File: config.mk
export PLATFORM = sky130hd
export DESIGN_NAME = audio_peak_meter_with_hold_unit_flat
export DESIGN_NICKNAME = d
export VERILOG_FILES = /design/src/sv/apmh_pkg.sv /design/src/sv/apmh_ifs.sv /design/src/sv/audio_peak_meter_with_hold_unit.sv /design/src/flat_wrapper.sv
export VERILOG_INCLUDE_DIRS = /design/src /design/src/sv
export SDC_FILE = /design/constraint.sdc
export NUM_CORES = 2
export LEC_CHECK = 0
export BUFFER_PORTS_ARGS = -buffer_cell sky130_fd_sc_hd__buf_2
export CELL_PAD_IN_SITES_DETAIL_PLACEMENT = 0
export CELL_PAD_IN_SITES_GLOBAL_PLACEMENT = 1
export CORE_ASPECT_RATIO = 0.75
export CORE_MARGIN = 3
export CORE_UTILIZATION = 55
export DETAILED_ROUTE_END_ITERATION = 10
export PLACE_DENSITY_LB_ADDON = 0.1
export SLEW_MARGIN = 20
export SYNTH_ARGS = -nofsm -noshare
export SYNTH_HDL_FRONTEND = slang
export SYNTH_SLANG_ARGS = --single-unit
File: constraint.sdc
create_clock -name i_clk -period 39.8 [get_ports i_clk]
set_clock_uncertainty 0.15 [all_clocks]
set_input_delay 9.95 -clock i_clk [delete_from_list [all_inputs] [get_ports i_clk]]
set_output_delay 9.95 -clock i_clk [all_outputs]
set_load 0.01 [all_outputs]
File: src/sv/audio_peak_meter_with_hold_unit_defines.svh
// ---------------------------------------------------------------------------
// audio peak meter assertion macros
// concurrent checks clocked on i_clk, disabled while i_rst_n is low
// ---------------------------------------------------------------------------
`ifndef AUDIO_PEAK_METER_WITH_HOLD_UNIT_DEFINES_SVH
`define AUDIO_PEAK_METER_WITH_HOLD_UNIT_DEFINES_SVH

`ifndef SYNTHESIS
`define APMH_ASSERT_IMP(lbl, ante, cons) \
    lbl: assert property (@(posedge i_clk) disable iff (!i_rst_n) (ante) |-> (cons)) \
        else $error("audio peak meter check failed");
`define APMH_ASSERT_NXT(lbl, ante, cons) \
    lbl: assert property (@(posedge i_clk) disable iff (!i_rst_n) (ante) |=> (cons)) \
        else $error("audio peak meter check failed");
`else
`define APMH_ASSERT_IMP(lbl, ante, cons)
`define APMH_ASSERT_NXT(lbl, ante, cons)
`endif

`endif

File: src/sv/apmh_pkg.sv
// ---------------------------------------------------------------------------
// apmh_pkg
// shared widths, codes and types of the audio peak meter
// ---------------------------------------------------------------------------
`default_nettype none

package apmh_pkg;

    localparam int OP_W       = 2;
    localparam int CH_W       = 3;
    localparam int SAMPLE_W   = 26;
    localparam int CNT_W      = 4;
    localparam int LEVEL_W    = 25;
    localparam int DECAY_W    = 16;
    localparam int AGE_W      = 10;
    localparam int CFG_IDX_W  = 2;
    localparam int CFG_DATA_W = 25;

    typedef enum logic [OP_W-1:0] {
        OP_SAMPLE    = 2'd0,
        OP_BLOCK_END = 2'd1,
        OP_READ      = 2'd2
    } t_op;

    typedef enum logic [CFG_IDX_W-1:0] {
        CFG_CLIP_THRESHOLD = 2'd0,
        CFG_DECAY_PER_READ = 2'd1,
        CFG_HOLD_READS     = 2'd2,
        CFG_STALE_READS    = 2'd3
    } t_cfg_idx;

    localparam logic [LEVEL_W-1:0] FULL_SCALE = 25'd16777216;
    localparam logic [AGE_W-1:0]   AGE_MAX    = 10'd1023;

    localparam logic [LEVEL_W-1:0] CLIP_THRESHOLD_RST = 25'd1048576;
    localparam logic [DECAY_W-1:0] DECAY_PER_READ_RST = 16'd60000;
    localparam logic [AGE_W-1:0]   HOLD_READS_RST     = 10'd30;
    localparam logic [AGE_W-1:0]   STALE_READS_RST    = 10'd15;

    typedef struct packed {
        logic               reading_valid;
        logic [CH_W-1:0]    out_channel;
        logic [LEVEL_W-1:0] peak_level;
        logic [LEVEL_W-1:0] hold_level;
        logic               clipped;
        logic               last;
    } t_result;

    typedef struct packed {
        logic [LEVEL_W-1:0] level;
        logic [LEVEL_W-1:0] hold;
        logic [AGE_W-1:0]   age;
    } t_chan_state;

endpackage

`default_nettype wire

File: src/sv/apmh_ifs.sv
// ---------------------------------------------------------------------------
// apmh interfaces
// input item, result item and configuration write channels
// ---------------------------------------------------------------------------
`default_nettype none

interface apmh_in_if;
    import apmh_pkg::*;
    logic                       valid;
    logic                       ready;
    logic [OP_W-1:0]            op;
    logic [CH_W-1:0]            channel;
    logic signed [SAMPLE_W-1:0] sample;
    logic [CNT_W-1:0]           channel_count;
    logic                       source_running;

    modport source(output valid, op, channel, sample, channel_count, source_running,
                   input ready);
    modport sink(input valid, op, channel, sample, channel_count, source_running,
                 output ready);
endinterface

interface apmh_out_if;
    import apmh_pkg::*;
    logic               valid;
    logic               ready;
    logic               reading_valid;
    logic [CH_W-1:0]    out_channel;
    logic [LEVEL_W-1:0] peak_level;
    logic [LEVEL_W-1:0] hold_level;
    logic               clipped;
    logic               last;

    modport source(output valid, reading_valid, out_channel, peak_level, hold_level,
                   clipped, last, input ready);
    modport sink(input valid, reading_valid, out_channel, peak_level, hold_level,
                 clipped, last, output ready);
endinterface

interface apmh_cfg_if;
    import apmh_pkg::*;
    logic                  valid;
    logic                  ready;
    logic [CFG_IDX_W-1:0]  index;
    logic [CFG_DATA_W-1:0] data;

    modport source(output valid, index, data, input ready);
    modport sink(input valid, index, data, output ready);
endinterface

`default_nettype wire

File: src/sv/audio_peak_meter_with_hold_unit.sv
// ---------------------------------------------------------------------------
// audio_peak_meter_with_hold_unit
// per-channel peak meter with decay, peak hold, stale timeout and clip flag
// ---------------------------------------------------------------------------
// usage
//   i_in carries samples, block ends and meter reads; o_out carries results;
//   i_cfg writes the four registers and is always ready.
//   samples are taken one per cycle while no read is in progress; the
//   window peak is a memory with one read and one write port, with a
//   read-modify-write stage and forwarding between close samples.
//   a block end or a read waits while a sample is in the sample stage.
//   a read is decided in idle, then each shown channel passes S_READ,
//   which reads the channel state memory, and S_CALC, which updates it
//   and loads the result; an invalid read passes S_INV, which loads the
//   no-reading result. S_CALC and S_INV wait while the output stalls.
//   reads block the input channel until their last result is loaded.
//   a stalled receiver holds the output register; samples and block ends
//   are still taken while it stalls outside a read; a read walk waits on it.
//   reset (synchronous, active low) clears all state at once through
//   per-entry valid bits; no clearing pass is needed.
// ---------------------------------------------------------------------------
`default_nettype none
`include "audio_peak_meter_with_hold_unit_defines.svh"

module audio_peak_meter_with_hold_unit #(
    parameter int MAX_CHANNELS = 8
) (
    input  logic         i_clk,
    input  logic         i_rst_n,
    apmh_cfg_if.sink     i_cfg,
    apmh_in_if.sink      i_in,
    apmh_out_if.source   o_out
);
    import apmh_pkg::*;

    localparam int AW = (MAX_CHANNELS > 1) ? $clog2(MAX_CHANNELS) : 1;
    localparam int NW = $clog2(MAX_CHANNELS + 1);
    localparam logic [NW-1:0] N_MAX = NW'(MAX_CHANNELS);

    typedef enum logic [3:0] {
        S_IDLE = 4'b0001,
        S_READ = 4'b0010,
        S_CALC = 4'b0100,
        S_INV  = 4'b1000
    } t_state;

    function automatic logic [LEVEL_W-1:0] f_decay(input logic [LEVEL_W-1:0] x,
                                                   input logic [DECAY_W-1:0] d);
        logic [LEVEL_W+DECAY_W-1:0] p;
        p = x * d;
        return p[LEVEL_W+DECAY_W-1:DECAY_W];
    endfunction

    // configuration
    logic [LEVEL_W-1:0] r_clip_thr;
    logic [DECAY_W-1:0] r_decay;
    logic [AGE_W-1:0]   r_hold_reads;
    logic [AGE_W-1:0]   r_stale_reads;

    // memories and valid bits
    logic [LEVEL_W-1:0] wp_mem [MAX_CHANNELS];
    t_chan_state        st_mem [MAX_CHANNELS];
    logic [MAX_CHANNELS-1:0] r_wp_vld;
    logic [MAX_CHANNELS-1:0] r_st_vld;
    logic [LEVEL_W-1:0] r_wp_rd;
    t_chan_state        r_st_rd;
    logic [AW-1:0]      wp_raddr;

    // control state
    t_state             r_state;
    logic               r_block_clip;
    logic               r_clip_latched;
    logic               r_fresh_blk;
    logic [NW-1:0]      r_reported;
    logic [NW-1:0]      r_shown;
    logic               r_live;
    logic [AGE_W-1:0]   r_stale_age;
    logic [AW-1:0]      r_ch;
    logic               r_rd_fresh;
    logic               r_restart;

    // sample stage and forwarding
    logic               r_s1_v;
    logic [AW-1:0]      r_s1_ch;
    logic [LEVEL_W-1:0] r_s1_mag;
    logic               r_fw_v;
    logic [AW-1:0]      r_fw_ch;
    logic [LEVEL_W-1:0] r_fw_val;

    // output register
    logic               r_out_v;
    t_result            r_out;

    logic               in_fire;
    logic               cfg_fire;
    logic [SAMPLE_W-1:0] raw;
    logic [SAMPLE_W-1:0] mag_raw;
    logic [LEVEL_W-1:0] mag;
    logic               ch_ok;
    logic [LEVEL_W-1:0] wp_base;
    logic [LEVEL_W-1:0] wp_new;
    logic [NW-1:0]      cnt_sat;
    logic [AGE_W-1:0]   stale_inc;
    logic               rd_invalid;
    logic               rd_restart;
    logic               slot_free;
    logic               out_load;
    logic               ch_last;
    logic [LEVEL_W-1:0] measured;
    t_chan_state        st_cur;
    t_chan_state        st_new;
    logic [AGE_W-1:0]   age_inc;
    logic [LEVEL_W-1:0] lv_dec;
    logic [LEVEL_W-1:0] hd_dec;

    assign i_cfg.ready = 1'b1;
    assign cfg_fire    = i_cfg.valid && i_cfg.ready;

    assign i_in.ready = (r_state == S_IDLE) && ((i_in.op == OP_SAMPLE) || !r_s1_v);
    assign in_fire    = i_in.valid && i_in.ready;

    // sample magnitude, clamped at full scale
    always_comb begin
        raw     = i_in.sample;
        mag_raw = raw[SAMPLE_W-1] ? (SAMPLE_W'(0) - raw) : raw;
        mag     = (mag_raw > {1'b0, FULL_SCALE}) ? FULL_SCALE : mag_raw[LEVEL_W-1:0];
        ch_ok   = {29'd0, i_in.channel} < 32'(MAX_CHANNELS);
    end

    // window peak read-modify-write with forwarding of the previous write
    always_comb begin
        if (r_fw_v && (r_fw_ch == r_s1_ch)) begin
            wp_base = r_fw_val;
        end else if (r_wp_vld[r_s1_ch]) begin
            wp_base = r_wp_rd;
        end else begin
            wp_base = '0;
        end
        wp_new = (r_s1_mag > wp_base) ? r_s1_mag : wp_base;
    end

    always_comb begin
        cnt_sat = (int'(i_in.channel_count) > MAX_CHANNELS) ? N_MAX
                                                            : NW'(i_in.channel_count);
        stale_inc  = (r_stale_age != AGE_MAX) ? (r_stale_age + AGE_W'(1)) : r_stale_age;
        rd_invalid = !i_in.source_running
                     || (!r_fresh_blk && (!r_live || (stale_inc > r_stale_reads)))
                     || (r_reported == '0);
        rd_restart = !r_live || (r_reported != r_shown);
    end

    // per channel update
    always_comb begin
        measured = (r_rd_fresh && r_wp_vld[r_ch]) ? r_wp_rd : '0;
        st_cur   = r_st_vld[r_ch] ? r_st_rd : '0;
        age_inc  = (!r_restart && (st_cur.age != AGE_MAX)) ? (st_cur.age + AGE_W'(1))
                                                           : st_cur.age;
        lv_dec   = r_restart ? st_cur.level : f_decay(st_cur.level, r_decay);
        hd_dec   = r_restart ? st_cur.hold : f_decay(st_cur.hold, r_decay);
        st_new.level = (measured > lv_dec) ? measured : lv_dec;
        if (measured >= st_cur.hold) begin
            st_new.hold = measured;
            st_new.age  = '0;
        end else if (age_inc > r_hold_reads) begin
            st_new.hold = (st_new.level > hd_dec) ? st_new.level : hd_dec;
            st_new.age  = age_inc;
        end else begin
            st_new.hold = st_cur.hold;
            st_new.age  = age_inc;
        end
        ch_last   = ((NW'(r_ch) + NW'(1)) == r_shown);
        slot_free = !r_out_v || o_out.ready;
        out_load  = slot_free && ((r_state == S_CALC) || (r_state == S_INV));
    end

    // memories
    assign wp_raddr = (r_state == S_IDLE) ? AW'(i_in.channel) : r_ch;

    always_ff @(posedge i_clk) begin
        r_wp_rd <= wp_mem[wp_raddr];
        if (r_s1_v) begin
            wp_mem[r_s1_ch] <= wp_new;
        end
    end

    always_ff @(posedge i_clk) begin
        r_st_rd <= st_mem[r_ch];
        if ((r_state == S_CALC) && slot_free) begin
            st_mem[r_ch] <= st_new;
        end
    end

    // configuration registers
    always_ff @(posedge i_clk) begin
        if (!i_rst_n) begin
            r_clip_thr    <= CLIP_THRESHOLD_RST;
            r_decay       <= DECAY_PER_READ_RST;
            r_hold_reads  <= HOLD_READS_RST;
            r_stale_reads <= STALE_READS_RST;
        end else if (cfg_fire) begin
            unique case (i_cfg.index)
                CFG_CLIP_THRESHOLD: begin
                    r_clip_thr <= i_cfg.data[LEVEL_W-1:0];
                end
                CFG_DECAY_PER_READ: begin
                    r_decay <= i_cfg.data[DECAY_W-1:0];
                end
                CFG_HOLD_READS: begin
                    r_hold_reads <= i_cfg.data[AGE_W-1:0];
                end
                CFG_STALE_READS: begin
                    r_stale_reads <= i_cfg.data[AGE_W-1:0];
                end
                default: begin
                end
            endcase
        end
    end

    // sample stage payload
    always_ff @(posedge i_clk) begin
        r_s1_ch  <= AW'(i_in.channel);
        r_s1_mag <= mag;
        r_fw_ch  <= r_s1_ch;
        r_fw_val <= wp_new;
    end

    // control
    always_ff @(posedge i_clk) begin
        if (!i_rst_n) begin
            r_state        <= S_IDLE;
            r_wp_vld       <= '0;
            r_st_vld       <= '0;
            r_block_clip   <= 1'b0;
            r_clip_latched <= 1'b0;
            r_fresh_blk    <= 1'b0;
            r_reported     <= '0;
            r_shown        <= '0;
            r_live         <= 1'b0;
            r_stale_age    <= '0;
            r_ch           <= '0;
            r_rd_fresh     <= 1'b0;
            r_restart      <= 1'b0;
            r_s1_v         <= 1'b0;
            r_fw_v         <= 1'b0;
            r_out_v        <= 1'b0;
        end else begin
            r_s1_v <= in_fire && (i_in.op == OP_SAMPLE) && ch_ok;
            r_fw_v <= r_s1_v;
            if (r_s1_v) begin
                r_wp_vld[r_s1_ch] <= 1'b1;
            end
            if (out_load) begin
                r_out_v <= 1'b1;
            end else if (o_out.valid && o_out.ready) begin
                r_out_v <= 1'b0;
            end

            unique case (r_state)
                S_IDLE: begin
                    if (in_fire) begin
                        unique case (i_in.op)
                            OP_SAMPLE: begin
                                if (ch_ok && (mag >= r_clip_thr)) begin
                                    r_block_clip <= 1'b1;
                                end
                            end
                            OP_BLOCK_END: begin
                                for (int c = 0; c < MAX_CHANNELS; c++) begin
                                    if (c >= int'(cnt_sat)) begin
                                        r_wp_vld[c] <= 1'b0;
                                    end
                                end
                                if (r_block_clip) begin
                                    r_clip_latched <= 1'b1;
                                end
                                r_block_clip <= 1'b0;
                                r_reported   <= cnt_sat;
                                r_fresh_blk  <= 1'b1;
                            end
                            OP_READ: begin
                                if (i_in.source_running) begin
                                    if (r_fresh_blk) begin
                                        r_fresh_blk <= 1'b0;
                                        r_stale_age <= '0;
                                    end else begin
                                        r_stale_age <= stale_inc;
                                    end
                                end else begin
                                    r_fresh_blk <= 1'b0;
                                end
                                if (rd_invalid) begin
                                    r_live      <= 1'b0;
                                    r_shown     <= '0;
                                    r_wp_vld    <= '0;
                                    r_st_vld    <= '0;
                                    r_state     <= S_INV;
                                end else begin
                                    if (rd_restart) begin
                                        r_st_vld <= '0;
                                        r_shown  <= r_reported;
                                        r_live   <= 1'b1;
                                    end
                                    r_rd_fresh <= r_fresh_blk;
                                    r_restart  <= rd_restart;
                                    r_ch       <= '0;
                                    r_state    <= S_READ;
                                end
                            end
                            default: begin
                            end
                        endcase
                    end
                end
                S_READ: begin
                    r_state <= S_CALC;
                end
                S_CALC: begin
                    if (slot_free) begin
                        r_st_vld[r_ch] <= 1'b1;
                        if (r_rd_fresh) begin
                            r_wp_vld[r_ch] <= 1'b0;
                        end
                        r_out.reading_valid   <= 1'b1;
                        r_out.out_channel     <= CH_W'(r_ch);
                        r_out.peak_level      <= st_new.level;
                        r_out.hold_level      <= st_new.hold;
                        r_out.clipped         <= r_clip_latched;
                        r_out.last            <= ch_last;
                        if (ch_last) begin
                            r_state <= S_IDLE;
                        end else begin
                            r_ch    <= r_ch + AW'(1);
                            r_state <= S_READ;
                        end
                    end
                end
                S_INV: begin
                    if (slot_free) begin
                        r_out   <= '{reading_valid: 1'b0, out_channel: '0,
                                     peak_level: '0, hold_level: '0,
                                     clipped: 1'b0, last: 1'b1};
                        r_state <= S_IDLE;
                    end
                end
                default: begin
                    r_state <= S_IDLE;
                end
            endcase
        end
    end

    assign o_out.valid         = r_out_v;
    assign o_out.reading_valid = r_out.reading_valid;
    assign o_out.out_channel   = r_out.out_channel;
    assign o_out.peak_level    = r_out.peak_level;
    assign o_out.hold_level    = r_out.hold_level;
    assign o_out.clipped       = r_out.clipped;
    assign o_out.last          = r_out.last;

    // checks
    `APMH_ASSERT_NXT(a_read_leaves_idle, in_fire && (i_in.op == OP_READ), r_state != S_IDLE)
    `APMH_ASSERT_IMP(a_sample_stage_in_idle, r_s1_v, r_state == S_IDLE)
    `APMH_ASSERT_IMP(a_walk_in_range, r_state == S_CALC, NW'(r_ch) < r_shown)
    `APMH_ASSERT_IMP(a_invalid_is_last, r_out_v && !r_out.reading_valid, r_out.last)
    `APMH_ASSERT_IMP(a_busy_blocks_input, r_state != S_IDLE, !i_in.ready)

endmodule

`default_nettype wire

File: src/flat_wrapper.sv
// flat-port wrapper written by rule: the top's interface ports become plain ports
module audio_peak_meter_with_hold_unit_flat import apmh_pkg::*;
#(
    parameter int MAX_CHANNELS = 8
)
  (i_clk, i_rst_n, i_cfg_valid, i_cfg_index, i_cfg_data, i_cfg_ready, i_in_valid, i_in_op, i_in_channel, i_in_sample, i_in_channel_count, i_in_source_running, i_in_ready, o_out_valid, o_out_reading_valid, o_out_out_channel, o_out_peak_level, o_out_hold_level, o_out_clipped, o_out_last, o_out_ready);
  apmh_cfg_if i_cfg_i ();
  apmh_in_if i_in_i ();
  apmh_out_if o_out_i ();
  input  logic i_clk;
  input  logic i_rst_n;
  input wire logic [$bits(i_cfg_i.valid)-1:0] i_cfg_valid;
  input wire logic [$bits(i_cfg_i.index)-1:0] i_cfg_index;
  input wire logic [$bits(i_cfg_i.data)-1:0] i_cfg_data;
  output wire logic [$bits(i_cfg_i.ready)-1:0] i_cfg_ready;
  input wire logic [$bits(i_in_i.valid)-1:0] i_in_valid;
  input wire logic [$bits(i_in_i.op)-1:0] i_in_op;
  input wire logic [$bits(i_in_i.channel)-1:0] i_in_channel;
  input wire logic [$bits(i_in_i.sample)-1:0] i_in_sample;
  input wire logic [$bits(i_in_i.channel_count)-1:0] i_in_channel_count;
  input wire logic [$bits(i_in_i.source_running)-1:0] i_in_source_running;
  output wire logic [$bits(i_in_i.ready)-1:0] i_in_ready;
  output wire logic [$bits(o_out_i.valid)-1:0] o_out_valid;
  output wire logic [$bits(o_out_i.reading_valid)-1:0] o_out_reading_valid;
  output wire logic [$bits(o_out_i.out_channel)-1:0] o_out_out_channel;
  output wire logic [$bits(o_out_i.peak_level)-1:0] o_out_peak_level;
  output wire logic [$bits(o_out_i.hold_level)-1:0] o_out_hold_level;
  output wire logic [$bits(o_out_i.clipped)-1:0] o_out_clipped;
  output wire logic [$bits(o_out_i.last)-1:0] o_out_last;
  input wire logic [$bits(o_out_i.ready)-1:0] o_out_ready;
  assign i_cfg_i.valid = i_cfg_valid;
  assign i_cfg_i.index = i_cfg_index;
  assign i_cfg_i.data = i_cfg_data;
  assign i_cfg_ready = i_cfg_i.ready;
  assign i_in_i.valid = i_in_valid;
  assign i_in_i.op = i_in_op;
  assign i_in_i.channel = i_in_channel;
  assign i_in_i.sample = i_in_sample;
  assign i_in_i.channel_count = i_in_channel_count;
  assign i_in_i.source_running = i_in_source_running;
  assign i_in_ready = i_in_i.ready;
  assign o_out_valid = o_out_i.valid;
  assign o_out_reading_valid = o_out_i.reading_valid;
  assign o_out_out_channel = o_out_i.out_channel;
  assign o_out_peak_level = o_out_i.peak_level;
  assign o_out_hold_level = o_out_i.hold_level;
  assign o_out_clipped = o_out_i.clipped;
  assign o_out_last = o_out_i.last;
  assign o_out_i.ready = o_out_ready;
  audio_peak_meter_with_hold_unit #(.MAX_CHANNELS(MAX_CHANNELS)) u_core (.i_clk(i_clk), .i_rst_n(i_rst_n), .i_cfg(i_cfg_i), .i_in(i_in_i), .o_out(o_out_i));
endmodule
==> metrics.json <==
{
  "status": "finished, final reports clean",
  "cp_top_family": "buffers and inverters",
  "worst-path-stages": 6,
  "clk_lat_worst_skew_ps": 710,
  "drc": 0,
  "cp-end-kind": "output port",
  "placeableCoreArea_um2": 119000,
  "routing_layer_with_the_top_usage_in_global_route": "met1",
  "fin_nets": 7149,
  "tritoncts_clock_tree": "built",
  "layoutNonFillerInstCount": 7775,
  "startpoint": "i_in_op[1]",
  "final_period_minus_worst_setup_slack_ps": 21110,
  "detail-route-antenna-nets": 0,
  "total_grt_overflow": 0,
  "timing.critical_path.arrival_ps": 11010,
  "i_o_buffers": 125,
  "leading_cell_type_in_the_layout_fill_and_taps_excluded": "nand2_1",
  "p_sw_w": 0.000483,
  "worst_hold_path_type": "reg2reg",
  "drt-wirelength-per-cell_um": 26.8,
  "totalWireLength_um": 208000,
  "ys.warnings.count": 0,
  "flip_flop_cell_with_the_highest_count_after_synthesis": "edfxtp_1",
  "grt_pass1_wl_um": 311000,
  "layout.cells.most_common_list": "nand2_1, inv_1, edfxtp_1",
  "synth_top_area_share_pct": 33.2,
  "finalSetupTns_ps": 0,
  "synthDistinctLibCells": 86,
  "setup_ws_final_ps": 18690,
  "cts-htree-levels": 3,
  "cts.hold.buffers_added": 0,
  "areaGrowthSynthToFinish_pct": 8.47,
  "clock_power_share_pct": 43.6,
  "setup.reg_to_reg.worst_slack_ps": 22000,
  "grt_pass1_vias": 47500,
  "static-leakage-power_nw": 30.8,
  "synth_enable_flop_cells": 736,
  "dieArea_um2": 125000,
  "timing.final.setup_violations": 0,
  "maxCapViolations": 0,
  "finalMaxSlewViolations": 0,
  "share_of_the_yosys_chip_area_belonging_to_registers_pct": 40.8,
  "drt_pre_antenna_iters": 6,
  "worst-endpoint-required_ps": 29700,
  "post_route_cells_drive_above_1_share_pct": 9.09,
  "p_seq_share_pct": 52.1,
  "worst-slew-pin-transition_ps": 1170,
  "post-place-cells": 7583,
  "post_synth_inst_count": 6098,
  "die_x_um": 408,
  "pin_count": 127,
  "clock.fmax_ghz": 0.0474,
  "worst-path-max-fanout": 3,
  "dp_worst_setup_slack_ps": 18740,
  "cts_buffer_count": 98,
  "post-synth-top-area-cell": "edfxtp_1",
  "dieHeight_um": 307,
  "post_synth.cell_area_avg_um2": 10.9,
  "synthesis.nets": 7173,
  "yosys_register_bits": 988,
  "finalHoldViolations": 0,
  "crit_path_end": "i_in_ready",
  "clock_tree.root_cell": "clkbuf_16",
  "path_clk_slew_ps": 60,
  "grtUsageMet1_pct": 51.1,
  "critPathKind": "in2out",
  "clock_tree.buffer_depth": 3,
  "worst_setup_path_start_kind": "primary input",
  "power.density_nw_per_um2": 29.9,
  "rsz0062_at_grt": "false",
  "netSwitchingFraction_pct": 22.4,
  "critical_path.slowest_cell": "a21boi_0",
  "post-cts-setup-buffer-count": 0,
  "crit_path_cell_trace": "buf_2, inv_1, ha_1, inv_1, a21boi_0, buf_2",
  "dr.first_iter.drc_count": 5158,
  "max_slew_margin_vs_limit_pct": 22.0,
  "antenna_violations_before_repair": 14,
  "largest_net_degree_at_the_start_of_global_routing": 77,
  "r2r-end": "u_core.st_mem[3][29]",
  "gr-usage-met3_pct": 8.25,
  "cts_sinks": 988,
  "cell_types_occupying_the_most_area_after_synthesis": "edfxtp_1, fa_1, dfxtp_1",
  "hold-path-cell-count": 2,
  "vias": 48000,
  "power.internal_w": 0.00167,
  "initial_core_util_pct": 55.9,
  "vdd_ir_drop_max_mv": 0.0406,
  "crit_buf_inv": 4,
  "use_met2_pct": 48.2,
  "timing.reg2reg.worst_path_depth": 55,
  "gp_congestion": 0.975,
  "synthesis.area_um2": 66500,
  "finalCritPeriodShare_pct": 53.0,
  "reg2reg_from": "u_core.r_ch[2]",
  "std_cell_rows": 109,
  "grt_util_overall_pct": 33.4,
  "cts_resized": 0,
  "synth_async_sr_flop_share_pct": 0,
  "hpwl_um": 144000,
  "cpPeakStageDelay_ps": 320,
  "combinationalPowerShare_pct": 4.3,
  "drt-vias-per-instance": 6.17,
  "final.hold.worst_slack_ps": 307
}
[power groups by stage]
| stage | Clock (W) | Sequential [W] | Combinational, W |
|---|---|---|---|
| 5_1_grt | 0.000988 | 0.00112 | 0.0000998 |
| 2_1_floorplan | 0 | 0.00114 | 0.0000592 |
| 3_5_place_dp | 0 | 0.00114 | 0.0000906 |
| 6_report | 0.000940 | 0.00112 | 0.0000927 |
| 4_1_cts | 0.000949 | 0.00112 | 0.0000914 |
| 3_3_place_gp | 0 | 0.00114 | 0.0000891 |
[synthesized netlist by cell type, drive strengths merged (136+ instances only)]
library cell,instances
a21oi,221
a22oi,271
and3,283
clkbuf,333
dfxtp,252
edfxtp,736
fa,638
ha,369
inv,830
nand2,857
nor2,160
o21ai,136
[how the worst min path moves through the flow]
stage | from | endpoint
finish | u_core.r_stale_reads[5] | u_core.r_stale_reads[5]
global route | u_core.r_s1_ch[0] | u_core.r_fw_ch[0]
CTS | u_core.r_clip_thr[12] | u_core.r_clip_thr[12]
detailed placement | u_core.r_s1_ch[0] | u_core.r_fw_ch[0]
global placement | u_core.r_s1_ch[0] | u_core.r_fw_ch[0]
floorplan | u_core.r_s1_ch[1] | u_core.r_fw_ch[1]
[registers in the layout, summed over array words and instances, names as in the netlist, 3 cells and up]
| name | flops |
|---|---|
| u_core.o_out.out_channel | 3 |
| u_core.r_s1_mag | 25 |
| u_core.r_shown | 4 |
| u_core.o_out.hold_level | 25 |
| u_core.r_stale_reads | 10 |
| u_core.r_state | 4 |
| u_core.r_s1_ch | 3 |
| u_core.r_wp_vld | 8 |
| u_core.r_stale_age | 10 |
| u_core.r_ch | 3 |
| u_core.r_decay | 16 |
| u_core.r_clip_thr | 25 |
| u_core.o_out.peak_level | 25 |
| u_core.wp_mem | 200 |
| u_core.r_st_vld | 8 |
| u_core.r_st_rd | 60 |
| u_core.r_wp_rd | 25 |
| u_core.r_fw_val | 25 |
| u_core.r_reported | 4 |
| u_core.r_fw_ch | 3 |
| u_core.st_mem | 480 |
| u_core.r_hold_reads | 10 |
[layer usage]
metal,wire (µm),share of wire (%)
met5,27,0.013
met4,4470,2.2
met1,92200,44
met2,87500,42
met3,23800,11
[worst register-to-register path, delay by kind of cell (launching register included)]
kind	cells	cell delay, ps
AOI/OAI and AO/OA	22	5730
buffers and inverters	12	2840
and+or+nand+nor	11	3170
adders and majority gates	9	4130
DFF	1	830
muxes	1	660
[final cells by class]
type	instances	area, µm²
inverter	832	3120
fill	9824	46800
clock buffer	133	2710
clock inverter	53	603
multi-input combinational	3917	35000
sequential	988	27200
timing repair buffer	237	1470
antenna	6	15.0
tap	1609	2010
[metrics by stage]
stage | cell area [µm²] | util, % | total power, W
CTS | 72100 | 60.6 | 0.00216
floorplan | 66500 | - | 0.00119
global placement | 68800 | 57.9 | 0.00123
finish | 72100 | 60.7 | 0.00216
global route | 72100 | 60.7 | 0.00221
detailed placement | 68800 | 57.9 | 0.00123
[cell families after synthesis]
group	count (synthesis)	share of synthesized area (%)
multiplexers	131	3.03
flip-flops	988	40.8
other	1	0.00564
AND/OR/NAND/NOR	1732	12.4
buffers and inverters	1193	6.81
AO/OA/AOI/OAI	952	9.61
XOR/XNOR	94	1.24
adder cells (fa/ha/maj)	1007	26.1
Power figures use the tool's default switching activity.
